==> src/rtl/core/q8_24_fixed_point_alu_unit_assert.svh <==
// Assertion helpers for the Q8.24 ALU; expect clk and rst_n in scope.
`ifndef Q8_24_FIXED_POINT_ALU_UNIT_ASSERT_SVH
`define Q8_24_FIXED_POINT_ALU_UNIT_ASSERT_SVH

// Same-cycle implication.
`define Q8FX_ASSERT_NOW(lbl, ante, cons, msg) \
    lbl: assert property (@(posedge clk) disable iff (!rst_n) (ante) |-> (cons)) \
        else $error(msg);

// Next-cycle implication.
`define Q8FX_ASSERT_NEXT(lbl, ante, cons, msg) \
    lbl: assert property (@(posedge clk) disable iff (!rst_n) (ante) |=> (cons)) \
        else $error(msg);

`endif

==> src/rtl/core/q8fx_pkg.sv <==
package q8fx_pkg;

    localparam int FRAC_BITS_DEF = 24;

    localparam logic [3:0] FN_ADD      = 4'd0;
    localparam logic [3:0] FN_SUB      = 4'd1;
    localparam logic [3:0] FN_MUL      = 4'd2;
    localparam logic [3:0] FN_DIV      = 4'd3;
    localparam logic [3:0] FN_ABS      = 4'd4;
    localparam logic [3:0] FN_INT2FIX  = 4'd5;
    localparam logic [3:0] FN_FIX2BYTE = 4'd6;
    localparam logic [3:0] FN_ADC2S    = 4'd7;
    localparam logic [3:0] FN_ADC2P    = 4'd8;
    localparam logic [3:0] FN_FIX2ADC  = 4'd9;

    localparam logic [31:0] ADC_MID        = 32'd2048;
    localparam int          ADC_SHIFT_S    = 13;
    localparam int          ADC_SHIFT_P    = 12;
    localparam logic [31:0] ADC_MASK       = 32'h0000_0FFF;
    localparam logic [31:0] BYTE_MASK      = 32'h0000_00FF;
    localparam logic [31:0] FIX_MAX        = 32'h7FFF_FFFF;
    localparam logic [31:0] FIX_MIN        = 32'h8000_0000;

    // Payload that rides alongside the divider stages.
    typedef struct packed {
        logic [3:0]         func;
        logic [31:0]        simple;
        logic signed [63:0] prod;
        logic               neg_q;
        logic               dz;
        logic [31:0]        dz_val;
    } side_t;

endpackage

==> src/rtl/core/q8fx_div_stage.sv <==
module q8fx_div_stage #(
    parameter int W = 56
) (
    input  logic            clk,
    input  logic            rst_n,
    input  logic            advance,
    input  logic            valid_in,
    input  q8fx_pkg::side_t side_in,
    input  logic [31:0]     rem_in,
    input  logic [W-1:0]    quo_in,
    input  logic [31:0]     dvs_in,
    output logic            valid_out,
    output q8fx_pkg::side_t side_out,
    output logic [31:0]     rem_out,
    output logic [W-1:0]    quo_out,
    output logic [31:0]     dvs_out
);
    import q8fx_pkg::*;

    logic            valid_reg;
    side_t           side_reg;
    logic [31:0]     rem_reg;
    logic [W-1:0]    quo_reg;
    logic [31:0]     dvs_reg;
    logic [31:0]     rem_next;
    logic [W-1:0]    quo_next;

    // Two restoring steps; quotient bits shift in at the bottom of quo.
    always_comb
    begin
        logic [32:0] trial;
        logic [31:0] r;
        logic [W-1:0] q;
        r = rem_in;
        q = quo_in;
        for (int k = 0; k < 2; k++)
        begin
            trial = {r, q[W-1]};
            q = {q[W-2:0], 1'b0};
            if (trial >= {1'b0, dvs_in})
            begin
                trial = trial - {1'b0, dvs_in};
                q[0] = 1'b1;
            end
            r = trial[31:0];
        end
        rem_next = r;
        quo_next = q;
    end

    always_ff @(posedge clk or negedge rst_n)
    begin
        if (!rst_n)
        begin
            valid_reg <= 1'b0;
        end
        else if (advance)
        begin
            valid_reg <= valid_in;
        end
    end

    always_ff @(posedge clk)
    begin
        if (advance)
        begin
            side_reg <= side_in;
            rem_reg  <= rem_next;
            quo_reg  <= quo_next;
            dvs_reg  <= dvs_in;
        end
    end

    assign valid_out = valid_reg;
    assign side_out  = side_reg;
    assign rem_out   = rem_reg;
    assign quo_out   = quo_reg;
    assign dvs_out   = dvs_reg;

endmodule

==> config.mk <==
export PLATFORM = sky130hd
export DESIGN_NAME = q8fx_div_stage
export DESIGN_NICKNAME = d
export VERILOG_FILES = /design/src/rtl/core/q8_24_fixed_point_alu_unit_assert.svh /design/src/rtl/core/q8fx_pkg.sv /design/src/rtl/core/q8fx_div_stage.sv
export SDC_FILE = /design/constraint.sdc
export NUM_CORES = 1
export LEC_CHECK = 0
export BUFFER_PORTS_ARGS = -buffer_cell sky130_fd_sc_hd__buf_2
export CORE_AREA = 5 5 208 210
export CTS_CLUSTER_DIAMETER = 40
export DETAILED_ROUTE_END_ITERATION = 10
export DIE_AREA = 0 0 213 215
export GPL_ROUTABILITY_DRIVEN = 0
export GPL_TIMING_DRIVEN = 0
export PLACE_DENSITY_LB_ADDON = 0.12
export SLEW_MARGIN = 40
export SYNTH_ARGS = -nofsm -noshare
export SYNTH_HDL_FRONTEND = slang
export SYNTH_SLANG_ARGS = --single-unit
==> constraint.sdc <==
create_clock -name clk -period 1.6 [get_ports clk]
set_clock_uncertainty 0.1 [all_clocks]
set_input_delay 0.16 -clock clk [delete_from_list [all_inputs] [get_ports clk]]
set_output_delay 0.16 -clock clk [all_outputs]
set_load 0.005 [all_outputs]
After elaboration in Yosys (flattened, before gate mapping)
Cells that the tools add are included.

Flip-flop bits (word level): 255. Bits of input ports: 258. Output and inout bits: 255. Logic and storage cells: 18.

$add $sub $neg: 2. Magnitude comparators: 2. Mux-type cells: 4.

Operators by type and width (number): 33-bit by 32-bit >= comparator with 1-bit output (2); 32-bit two-way mux (2); 32-bit subtractor (2); 1-bit two-way mux (2).

Logic depth before layout (Yosys ltp)
Word-level depth: 4. Gate-level depth with buffers: 25. Depth with buffers taken out: 22.

Worst setup path before layout
No wires, ideal clock.

Kind: input to register. From: input port dvs_in[12]. To: register rem_reg[10], in the netlist rem_out[10] (data pin). Setup time: 0.260 ns. Arrival: 5.503 ns. Required time: 1.240 ns. Slack: -4.263 ns. Stages on the path: 23. Buffers on the path: 2. Cells stage by stage: inv_1 -> ha_1 -> and4_4 -> nand3_2 -> a211oi_2 -> o211ai_2 -> a2111oi_4 -> o211a_2 -> nor2_8 -> inv_4 -> buf_2 -> mux2_2 -> ha_1 -> a21o_1 -> a21o_1 -> a21o_1 -> a211o_1 -> or4_1 -> nand2_1 -> a31oi_1 -> a2111oi_4 -> buf_6 -> mux2_4.

Cells in the longest elaborated chain, start to end: 4. Elaborated cells on any way between the ends: 6. Those cells by class: 2 x add/sub; 2 x order compare; 2 x mux.

RTL lines: start: declaration (line q8fx_div_stage.sv:11) `input logic [31:0] dvs_in,`; 33-bit by 32-bit >= comparator with 1-bit output or 32-bit subtractor (tied branches) (line q8fx_div_stage.sv:40, q8fx_div_stage.sv:42); 32-bit two-way mux (line q8fx_div_stage.sv:40) `if (trial >= {1'b0, dvs_in})`; 32-bit subtractor or 33-bit by 32-bit >= comparator with 1-bit output (tied branches) (line q8fx_div_stage.sv:42, q8fx_div_stage.sv:40); 32-bit two-way mux (*) (line q8fx_div_stage.sv:40); via rem_next[10] (line q8fx_div_stage.sv:25) `logic [31:0] rem_next;`; end signal: assignment (line q8fx_div_stage.sv:68) `rem_reg <= rem_next;`; end: declaration (line q8fx_div_stage.sv:22) `logic [31:0] rem_reg;`.

The timed path passes the listed nets; every way through them passes the cells marked *. A chain may end at the register's enable or synchronous reset.

Worst setup path in the final report
From: input port rem_in[12]. To: register rem_reg[28], in the netlist rem_out[28] (data pin).

Cells in the longest elaborated chain, start to end: 4. Elaborated cells on any way between the ends: 6. Those cells by class: 2 x add/sub; 2 x order compare; 2 x mux.

RTL lines: start: declaration (line q8fx_div_stage.sv:9) `input logic [31:0] rem_in,`; 32-bit subtractor or 33-bit by 32-bit >= comparator with 1-bit output (tied branches) (line q8fx_div_stage.sv:42, q8fx_div_stage.sv:40); 32-bit two-way mux (*) (line q8fx_div_stage.sv:40); 32-bit subtractor or 33-bit by 32-bit >= comparator with 1-bit output (tied branches) (line q8fx_div_stage.sv:42, q8fx_div_stage.sv:40); 32-bit two-way mux (*) (line q8fx_div_stage.sv:40); via rem_next[28] (line q8fx_div_stage.sv:25).

Marked as above.

==> reports/summary.txt <==
Post-Syn Area: 12190 um2
Min Tclk post-route: 5.145 ns
PnR worst setup slack: -3.545 ns
Final setup fails: 34
Cell Pwr Density: 1202 nW/um2
Clk sinks: 255
RSZ-0062 raised after global routing: true
WHS: -0.1074 ns
Setup total negative slack: -113.60 ns
Hold buffer count at cts: 224
H-tree depth: 2
DP HPWL: 36.60 mm
Highest Clock Rate: 194.4 MHz
Failing checks: hold timing, setup timing
Combinational power share: 0.291
Initial Utilization: 0.2946
Vias per Instance: 4.729
Netlist cell types: 73
Reg-to-reg endpoint: valid_out$_DFFE_PN0P_
Switching portion of total power: 0.2813
Vias in the first global route: 11170
I/O pins: 513
Leak: 9.109 nW
Post-Syn Instances: 861
Psw: 7.214 mW
CTS Buf Count: 45
Most frequent cells in the layout: buf_2, edfxtp_1, dlygate4sd3_1
Layout cell share with drive strength beyond 1: 0.4994
# fillers: 3711
CP max-delay cell: a311oi_4
Router iterations before antenna repair: 5
Synth warn: 0
Post-route DRC: 0
Die Width: 213 um
Crit Reg-Reg Startpoint: valid_out$_DFFE_PN0P_
Flop pwr share: 0.330
Post-synth EDFFs: 254
Final Cell Area: 21330 um2
Area post-placement: 15720 um2
Type of the worst setup path: input port to flop
FF+latch area: 7652 um2
IO Port Bufs: 512
Crit-path max FO: 6
Die Y: 215 um
Root buf cell: clkbuf_16
Least-Margin Pin Slew: 0.6102 ns
Clock Latency Late Sink: 0.56 ns
FF+latch count, synth: 255
Global-route wire length before repair: 70.08 mm
Area grow syn2layout: 74.93%
Max cap viols: 0
Peak supply drop: 0.8070 mV
Dpl cells: 1915
Critical Path RT: 1.80 ns
Overall power: 25.64 mW
WP buf/inv: 5
CP Cell Sequence: buf_2, ha_4, a2111oi_4, o21ai_1, a21bo_1, o211ai_2, a2111oi_4, o211a_4, nor2_8, clkinv_8, buf_12, buf_16, mux2_4, ha_4, nand4_1, buf_4, nor3_4, a21oi_4, a311oi_4, o31a_1, o211ai_1, a21o_1, a311o_1, mux2_4
Multi-input gate area: 5229 um2
Slew headroom: 0.5919
Syn Area/Cell: 14.16 um2
Total grt overflow: 0
DRT Wirelength: 49.49 mm
CORE AREA: 41380 um2
TritonCTS clock tree: done
Slew Viols, Final: 0
Hold wc startpoint: advance
Crit-path leading delay family: compound AO/OA/AOI/OAI gates
Synthesized Nets: 1185
Die Area: 45800 um2
Post-synth ARST share: 0.003922
Row cnt: 75
Hold Crit Depth: 1
Largest stage delay on the critical path: 0.37 ns
Initial DRC Count: 727
Hold Path End: rem_out[28]$_DFFE_PP_
ANT nets after route: 0
Most common cell after layout, fill and taps aside: buf_2
Crit path DAT: 5.34 ns
GRT Util Overall: 0.2033
Nets@finish: 2064
Reg2Reg Depth: 1
Worst Setup Start Kind: input port
Initial antenna violation count: 5
Internal: 18.43 mW
Seq/Total Area, Yosys: 0.6276
Clk pwr share: 0.379
Largest net degree at the start of global routing: 76
Flop2flop setup slack: 0.76 ns
Top FF cell, synth: edfxtp_1
Final Hold Viols: 38
Routed length per instance: 21.39 um
Non-Filler Instances: 2314
Period utilization: 3.216
Hold WC Path Type: input port to flop
Clock-pin slew on the worst setup and hold paths: 0.05 ns
DR vias: 10940
Outcome: complete, but fails checks
Worst setup EP type: flop
Clock tree buffer depth: 3
## final cells by class
cell class | instances | share of cell area
Inverter | 59 | 0.01208
Sequential cell | 255 | 0.3588
Multi-Input combinational cell | 534 | 0.2451
Clock buffer | 51 | 0.05485
Clock inverter | 30 | 0.01731
Tap cell | 539 | 0.03162
Antenna cell | 1 | 0.0001173
Buffer | 9 | 0.006805
Timing Repair Buffer | 836 | 0.2733
## metrics by stage
| stage | utilization | hold WS, ns | setup slack, ns |
|---|---|---|---|
| 2_1_floorplan | - | -0.2356 | -3.859 |
| 3_3_place_gp | 0.3773 | -0.1653 | -5.302 |
| 3_5_place_dp | 0.3798 | -0.1627 | -4.953 |
| 4_1_cts | 0.5076 | -0.1351 | -3.476 |
| 5_1_grt | 0.5153 | -0.1244 | -3.645 |
| 6_report | 0.5154 | -0.1074 | -3.545 |
## layer usage
layer  vias up  track usage  routed length (um)
met1      5334       0.2468               19970
met2       394       0.3557               24670
met5         -            0                  46
met3        91      0.04711                3207
met4         6      0.06550                1593
li1       5119            -                   -
## cell usage after synthesis (4+ instances only)
| library cell | instances | area share |
|---|---|---|
| nand4_1 | 10 | 0.0051 |
| o31ai_1 | 10 | 0.0062 |
| and2_1 | 4 | 0.0021 |
| and3_1 | 7 | 0.0036 |
| xnor2_1 | 33 | 0.024 |
| a31oi_1 | 6 | 0.0031 |
| o21a_1 | 11 | 0.0068 |
| nor2_1 | 23 | 0.0071 |
| nor3_1 | 23 | 0.0094 |
| nor2b_1 | 7 | 0.0036 |
| mux2i_1 | 10 | 0.0082 |
| or3_1 | 4 | 0.0021 |
| edfxtp_1 | 254 | 0.63 |
| inv_1 | 58 | 0.018 |
| a21o_1 | 38 | 0.023 |
| nand2b_1 | 5 | 0.0026 |
| o21ai_0 | 29 | 0.012 |
| a211oi_1 | 9 | 0.0055 |
| xor2_1 | 8 | 0.0057 |
| mux2_4 | 24 | 0.030 |
| nand2_1 | 32 | 0.0099 |
| o21bai_1 | 7 | 0.0043 |
| o211ai_1 | 5 | 0.0031 |
| o31a_1 | 4 | 0.0029 |
| a21oi_1 | 56 | 0.023 |
| ha_1 | 64 | 0.066 |
| mux2_2 | 21 | 0.019 |
| buf_2 | 6 | 0.0025 |
| nand3_1 | 21 | 0.0086 |
| buf_6 | 4 | 0.0037 |
## how the worst max path moves through the flow
stage	startpoint	end	cells after the start
after detailed placement	dvs_in[13]	rem_out[28]$_DFFE_PP_	25
after global routing	dvs_in[1]	rem_out[28]$_DFFE_PP_	26
after CTS	dvs_in[20]	rem_out[9]$_DFFE_PP_	26
after floorplan	dvs_in[1]	rem_out[10]$_DFFE_PP_	23
final	rem_in[12]	rem_out[28]$_DFFE_PP_	24
after global placement	dvs_in[31]	rem_out[28]$_DFFE_PP_	20
## logic make-up after synthesis
family / count (synthesis) / synth area share
buffers and inverters: 72 / 0.02545
adder cells (fa/ha/maj): 66 / 0.06896
AND/OR/NAND/NOR: 160 / 0.07029
flip-flops: 255 / 0.6276
AO/OA/AOI/OAI: 212 / 0.1211
XOR/XNOR: 41 / 0.02945
multiplexers: 55 / 0.05716
## power by group through the flow
stage / logic [mW] / registers [mW] / clock network, mW
floorplan: 3.23 / 8.72 / 0
global placement: 5.60 / 8.63 / 0
detailed placement: 5.63 / 8.59 / 0
CTS: 7.26 / 8.47 / 9.99
global route: 8.04 / 8.54 / 10.3
finish: 7.47 / 8.46 / 9.71
## state kept, by name, summed over array words and instances, names as in the netlist
signal / flops
dvs_out: 32
quo_out: 56
rem_out: 32
side_out: 134
valid_out: 1
## what timing repair did
item                                    4_1_cts  5_1_grt
endpoints found under the setup margin       34       34
resized for setup                           186       34
buffers inserted                             76       18
pin swaps                                    53       37
gates cloned                                  2        1
hold endpoints to repair                    267       39
Note: power is estimated with default switching activity, not from simulation.
